## src/rtl/bre_pkg.sv

```systemverilog
// Shared constants, types and codes of the breathing rate estimator.
`default_nettype none
package bre_pkg;

  localparam int WINDOW_LEN     = 100;
  localparam int CROSSING_SLOTS = 10;
  localparam int MIN_CROSSINGS  = 3;
  localparam int SAMPLE_BITS    = 18;

  localparam int PTR_W   = $clog2(WINDOW_LEN);
  localparam int SUM_W   = SAMPLE_BITS + $clog2(WINDOW_LEN + 1);
  localparam int HEAD_W  = $clog2(CROSSING_SLOTS);
  localparam int CNT_W   = $clog2(CROSSING_SLOTS + 1);
  localparam int TIME_W  = 32;
  localparam int MS_PER_MIN = 60000;
  localparam int NUM_W   = CNT_W + 16;
  localparam int S_W     = TIME_W + CNT_W;
  localparam int HALF_W  = (S_W + 1) / 2;
  localparam int SQ_W    = 2 * TIME_W + CNT_W;
  localparam int V_W     = 2 * S_W;
  localparam int Q_SHIFT = 30;
  localparam int W_W     = V_W + Q_SHIFT;
  localparam int SPAN_P_W = TIME_W + 8;

  localparam int CFG_IDX_W = 2;
  localparam logic [CFG_IDX_W-1:0] CFG_RATE_MIN  = 2'd0;
  localparam logic [CFG_IDX_W-1:0] CFG_RATE_MAX  = 2'd1;
  localparam logic [CFG_IDX_W-1:0] CFG_REG_THRES = 2'd2;

  localparam logic [7:0]  RATE_MIN_RST  = 8'd10;
  localparam logic [7:0]  RATE_MAX_RST  = 8'd100;
  localparam logic [15:0] REG_THRES_RST = 16'd19661;
  localparam logic [15:0] Q15_ONE       = 16'd32768;

  typedef struct packed {
    logic [17:0]       ir_sample;
    logic              finger_present;
    logic [TIME_W-1:0] time_ms;
  } in_item_t;

  typedef struct packed {
    logic        breath_valid;
    logic [7:0]  breaths_per_min;
    logic [15:0] regularity;
    logic        breath_regular;
  } out_item_t;

  typedef struct packed {
    logic              above;
    logic              finger;
    logic [TIME_W-1:0] time_ms;
  } cls_t;

  typedef struct packed {
    logic [7:0]  rate_min;
    logic [7:0]  rate_max;
    logic [15:0] regular_threshold;
  } cfg_t;

endpackage
`default_nettype wire

```

## src/rtl/bre_ram.sv

```systemverilog
// Generic single-write, single-read RAM with registered read data.
`default_nettype none
module bre_ram #(
  parameter int WIDTH = 8,
  parameter int DEPTH = 16
) (
  input  wire logic                     clk_i,
  input  wire logic                     we_i,
  input  wire logic [$clog2(DEPTH)-1:0] waddr_i,
  input  wire logic [WIDTH-1:0]         wdata_i,
  input  wire logic [$clog2(DEPTH)-1:0] raddr_i,
  output logic      [WIDTH-1:0]         rdata_o
);

  logic [WIDTH-1:0] mem_q [DEPTH];

  always_ff @(posedge clk_i) begin
    if (we_i) begin
      mem_q[waddr_i] <= wdata_i;
    end
    rdata_o <= mem_q[raddr_i];
  end

endmodule
`default_nettype wire

```

## src/rtl/bre_front.sv

```systemverilog
// Front end: takes items, updates the sample window and classifies against the mean.
`default_nettype none
module bre_front (
  input  wire logic              clk_i,
  input  wire logic              rst_ni,
  input  wire logic              push_i,
  input  wire bre_pkg::in_item_t in_item_i,
  output logic                   full_o,
  output logic                   mid_valid_o,
  output bre_pkg::cls_t          mid_data_o,
  input  wire logic              mid_pop_i
);

  localparam logic [1:0] F_IDLE = 2'd0;
  localparam logic [1:0] F_READ = 2'd1;
  localparam logic [1:0] F_CLS  = 2'd2;

  logic [1:0]                      state_q;
  bre_pkg::in_item_t               item_q;
  logic [bre_pkg::PTR_W-1:0]       ptr_q;
  logic                            wrapped_q;
  logic [bre_pkg::SUM_W-1:0]       sum_q;
  logic [bre_pkg::SAMPLE_BITS-1:0] rdata;
  logic [bre_pkg::SAMPLE_BITS-1:0] sample;
  logic [bre_pkg::SAMPLE_BITS-1:0] old_sample;
  logic                            above;
  logic                            we;
  logic                            fifo_push;
  bre_pkg::cls_t                   fifo_q [2];
  logic                            wr_q, rd_q;
  logic [1:0]                      cnt_q;

  assign sample     = item_q.ir_sample[bre_pkg::SAMPLE_BITS-1:0];
  // Slots not yet written since reset read as zero.
  assign old_sample = wrapped_q ? rdata : '0;
  assign we         = (state_q == F_READ);
  assign above      = (bre_pkg::SUM_W'(sample) * bre_pkg::SUM_W'(bre_pkg::WINDOW_LEN)) >= sum_q;
  assign fifo_push  = (state_q == F_CLS) && (cnt_q != 2'd2);
  assign full_o     = (state_q != F_IDLE);

  bre_ram #(
    .WIDTH(bre_pkg::SAMPLE_BITS),
    .DEPTH(bre_pkg::WINDOW_LEN)
  ) u_window (
    .clk_i  (clk_i),
    .we_i   (we),
    .waddr_i(ptr_q),
    .wdata_i(sample),
    .raddr_i(ptr_q),
    .rdata_o(rdata)
  );

  always_ff @(posedge clk_i or negedge rst_ni) begin
    if (!rst_ni) begin
      state_q   <= F_IDLE;
      ptr_q     <= '0;
      wrapped_q <= 1'b0;
      sum_q     <= '0;
    end else begin
      case (state_q)
        F_IDLE: begin
          if (push_i) begin
            item_q  <= in_item_i;
            state_q <= F_READ;
          end
        end
        F_READ: begin
          sum_q <= sum_q - bre_pkg::SUM_W'(old_sample) + bre_pkg::SUM_W'(sample);
          if (ptr_q == bre_pkg::PTR_W'(bre_pkg::WINDOW_LEN - 1)) begin
            ptr_q     <= '0;
            wrapped_q <= 1'b1;
          end else begin
            ptr_q <= ptr_q + 1'b1;
          end
          state_q <= F_CLS;
        end
        F_CLS: begin
          if (fifo_push) begin
            state_q <= F_IDLE;
          end
        end
        default: state_q <= F_IDLE;
      endcase
    end
  end

  // Two-entry queue toward the back end.
  always_ff @(posedge clk_i or negedge rst_ni) begin
    if (!rst_ni) begin
      wr_q  <= 1'b0;
      rd_q  <= 1'b0;
      cnt_q <= 2'd0;
    end else begin
      if (fifo_push) begin
        fifo_q[wr_q] <= '{above: above, finger: item_q.finger_present,
                          time_ms: item_q.time_ms};
        wr_q <= ~wr_q;
      end
      if (mid_pop_i && (cnt_q != 2'd0)) begin
        rd_q <= ~rd_q;
      end
      cnt_q <= cnt_q + {1'b0, fifo_push} - {1'b0, mid_pop_i && (cnt_q != 2'd0)};
    end
  end

  assign mid_valid_o = (cnt_q != 2'd0);
  assign mid_data_o  = fifo_q[rd_q];

endmodule
`default_nettype wire

```

## config.mk

```make
export PLATFORM = sky130hd
export DESIGN_NAME = bre_front
export DESIGN_NICKNAME = d
export VERILOG_FILES = /design/src/rtl/bre_pkg.sv /design/src/rtl/bre_ram.sv /design/src/rtl/bre_front.sv
export SDC_FILE = /design/constraint.sdc
export NUM_CORES = 2
export LEC_CHECK = 0
export ABC_AREA = 0
export BUFFER_PORTS_ARGS = -buffer_cell sky130_fd_sc_hd__buf_2
export CAP_MARGIN = 20
export CORE_ASPECT_RATIO = 0.7
export CORE_MARGIN = 3
export CORE_UTILIZATION = 60
export CTS_CLUSTER_SIZE = 16
export DETAILED_ROUTE_END_ITERATION = 8
export MAX_ROUTING_LAYER = met4
export PLACE_DENSITY = 0.83
export SLEW_MARGIN = 20
export SYNTH_ARGS = -nofsm -noshare
export SYNTH_HDL_FRONTEND = slang
export SYNTH_SLANG_ARGS = --single-unit
```

## constraint.sdc

```tcl
create_clock -name clk_i -period 7.94 [get_ports clk_i]
set_clock_uncertainty 0.15 [all_clocks]
set_input_delay 0.397 -clock clk_i [delete_from_list [all_inputs] [get_ports clk_i]]
set_output_delay 0.397 -clock clk_i [all_outputs]
set_load 0.03 [all_outputs]
```

==> flow_metrics.env <==
export IMPL_status="finished, violations left"
export IMPL_failed_checks="DRC"
export IMPL_hpwl_um=142700
export IMPL_grt_max_degree=118
export IMPL_synthArstFlopShare_pct=1.974
export IMPL_slew_headroom_pct=12.86
export IMPL_cts_buffer_depth=3
export IMPL_h_tree_depth=4
export IMPL_cts_made_buffers=169
export IMPL_wirelength_um=244900
export IMPL_synth_warnings=0
export IMPL_power_share_sequential_pct=38.7
export IMPL_grt_pass1_vias=47130
export IMPL_drt_iter0_drc=10020
export IMPL_worst_path_largest_cell_delay_ps=440
export IMPL_combPwrFrac_pct=35.6
export IMPL_cts_resized=0
export IMPL_ir_drop_mv=0.3182
export IMPL_rsz0062_at_grt="false"
export IMPL_final_util_pct=67.73
export IMPL_grtUsageTotal_pct=36.09
export IMPL_nets=5041
export IMPL_core_area_sq_um=131900
export IMPL_clockPowerShare_pct=25.7
export IMPL_routedWlPerCell_um=36.23
export IMPL_p_leak_nw=29.42
export IMPL_ys_seq_area_share_pct=73.30
export IMPL_final_cell_mix="1919 x edfxtp_1, 199 x mux2i_1, 183 x nand2_1"
export IMPL_ios=91
export IMPL_fmax_mhz=180.9
export IMPL_vias=49580
export IMPL_synth_area_per_cell_sq_um=17.41
export IMPL_fin_setup_tns_ps=0
export IMPL_critPathLaunchType="flop"
export IMPL_final_common_cell="edfxtp_1"
export IMPL_synth_area_top_cells="edfxtp_1 72%, mux4_2 4.8%, mux2i_1 2.5%"
export IMPL_synth_top_area_cell="edfxtp_1"
export IMPL_synth_main_ff_cell="edfxtp_1"
export IMPL_setup_violations=0
export IMPL_path_class="reg2reg"
export IMPL_rr_startpoint="sample[3]"
export IMPL_p_sw_share_pct=37.71
export IMPL_power_internal_w=0.01983
export IMPL_std_cell_rows=111
export IMPL_fin_crit_sh_pct=69.63
export IMPL_grt_pass1_wl_um=345700
export IMPL_cap_violations=0
export IMPL_critPathMaxFanout=44
export IMPL_gp_congestion=1.034
export IMPL_cpMostUsedCell="ha_1"
export IMPL_grt_overflow_total=0
export IMPL_crit_family="compound AO/OA/AOI/OAI gates"
export IMPL_syn_num_nets=4816
export IMPL_worst_path_max_delay_cell="fa_1"
export IMPL_numClockSinks=1976
export IMPL_tightest_slew_ps=1296
export IMPL_crit_chain="buf_4 > ha_1 > ha_1 > fa_1 > ha_1 > nor2b_1 > o21ai_0 > a21boi_0 > o41ai_2 > o21ai_0 > o41ai_1 > xnor2_1 > ha_1 > a21o_1 > a21o_1 > a21oi_1 > nor2b_1 > o21ai_0 > nand2_1 > o22a_1"
export IMPL_synth_edf_count=1919
export IMPL_die_w_um=443.6
export IMPL_holdBufCountCts=54
export IMPL_ys_ff_latch=1976
export IMPL_p_total_w=0.03183
export IMPL_cts_tree="yes"
export IMPL_crit_start="sample[3]"
export IMPL_required_ps=8350
export IMPL_p_sw_w=0.01200
export IMPL_cp_buffers_inverters=1
export IMPL_drc=1
export IMPL_antenna_found_initial=19
export IMPL_drt_first_pass_iters=9
export IMPL_syn_area_sq_um=80440
export IMPL_yosys_cell_types_count=87
export IMPL_cts_root_buf="clkbuf_16"
export IMPL_die_area_sq_um=138600
export IMPL_period_needed_ps=5529
export IMPL_cts_setup_buffers=0
export IMPL_cts_clk_slew_worst_paths_ps=70
export IMPL_finalHoldViolCount=0
export IMPL_ant_nets=0
export IMPL_area_delta_synth_final_pct=11.09
export IMPL_portBuffers=90
export IMPL_synth_top_cell_area_share_pct=71.63
export IMPL_p_per_area_nw_per_um2=356.2
export IMPL_cp_arrival_ps=5940
export IMPL_drv_slew=0
export IMPL_viasPerCell=7.335
export IMPL_hold_path_class="in2async"
export IMPL_die_height_um=312.4
export IMPL_crit_path_end_kind="flop"
export IMPL_synthesis_instances=4621
export IMPL_layout_drive_gt1_share_pct=19.71
export IMPL_start_util_pct=60.97
export IMPL_clock_latency_ps=820
## kinds of logic (layout without fill, tap and decap cells)
family / after synthesis / count (layout) / synth area share [%]
buffers and inverters: 422 / 789 / 2.753
flip-flops: 1976 / 1976 / 73.30
other: 0 / 20 / 0
AO/OA/AOI/OAI: 887 / 887 / 8.006
adder cells (fa/ha/maj): 140 / 140 / 2.467
AND/OR/NAND/NOR: 628 / 628 / 3.420
XOR/XNOR: 29 / 29 / 0.3157
multiplexers: 539 / 539 / 9.743
## power groups by stage
| stage | Clock [W] | Sequential [W] | Combinational [W] |
|---|---|---|---|
| 5_1_grt | 0.00854 | 0.0123 | 0.0116 |
| 3_3_place_gp | 0 | 0.0125 | 0.0103 |
| 4_1_cts | 0.00811 | 0.0123 | 0.0106 |
| 6_report | 0.00818 | 0.0123 | 0.0113 |
| 3_5_place_dp | 0 | 0.0125 | 0.0105 |
| 2_1_floorplan | 0 | 0.0124 | 0.00680 |
## synthesized netlist by cell type, drive strengths merged (36+ instances only)
library cell	number
a21oi	146
a221oi	169
a22o	36
a22oi	82
buf	201
clkbuf	77
dfrtp	39
edfxtp	1919
ha	109
inv	144
mux2	162
mux2i	201
mux4	176
nand2	183
nor2	265
nor3	37
o21ai	140
o22ai	60
## worst reg2reg max path: cells and delay by family (launching register included)
| kind | cells | cell delay [ps] |
|---|---|---|
| xor+xnor | 1 | 210 |
| simple gates | 3 | 270 |
| compound gates | 10 | 2190 |
| fa+ha+maj | 5 | 1690 |
| flops | 1 | 350 |
| buf+inv | 1 | 430 |
## area by class of cell
cell class	instances	area [sq um]
flip-flops and latches	1976	58980
fillers	7909	42570
multi-input cells	2223	19710
clock buffers	211	4448
repair buffers	332	2562
well taps	1751	2191
clock inverters	102	878.3
inverters	144	545.5
diodes	20	50.05
## per-layer routing
layer | global-route usage, % | share of wire (%) | vias up
li1 | - | - | 19030
met5 | - | 0 | -
met1 | 48.06 | 34 | 24420
met3 | 17.18 | 19 | 959
met4 | 14.46 | 5.0 | 0
met2 | 47.89 | 42 | 5165
## metrics by stage
step	cells	setup slack (ps)	instance area [sq um]	hold slack (ps)
after floorplan	4621	2109	80440	-48.59
after detailed placement	6370	2513	83340	279.1
final	6759	2411	89360	119.2
after global routing	6754	2066	89350	148.0
after CTS	6737	2454	89210	55.44
after global placement	6368	2496	83280	272.0
## final timing paths
check / to / slack [ps] / cells after the start
setup / recovery: fifo_q[1][33] / 2410 / 20
hold / removal: sum_q[21] / 120 / 3
setup reg to reg: fifo_q[1][33] / 2410 / 20
hold reg to reg: fifo_q[0][4] / 290 / 0
max in group asynchronous: ptr_q[1] / 6970 / 3
min in group clk_i: item_q[1] / 150 / 2
## state kept, by name, summed over array words and instances, names as in the netlist
signal / count
u_window.mem_q: 1800
fifo_q: 68
item_q: 33
wrapped_q: 1
sample: 18
ptr_q: 7
sum_q: 25
cnt_q: 2
state_q: 2
u_window.rdata_o: 18
wr_q: 1
rd_q: 1
(Power assumes the default switching activity.)
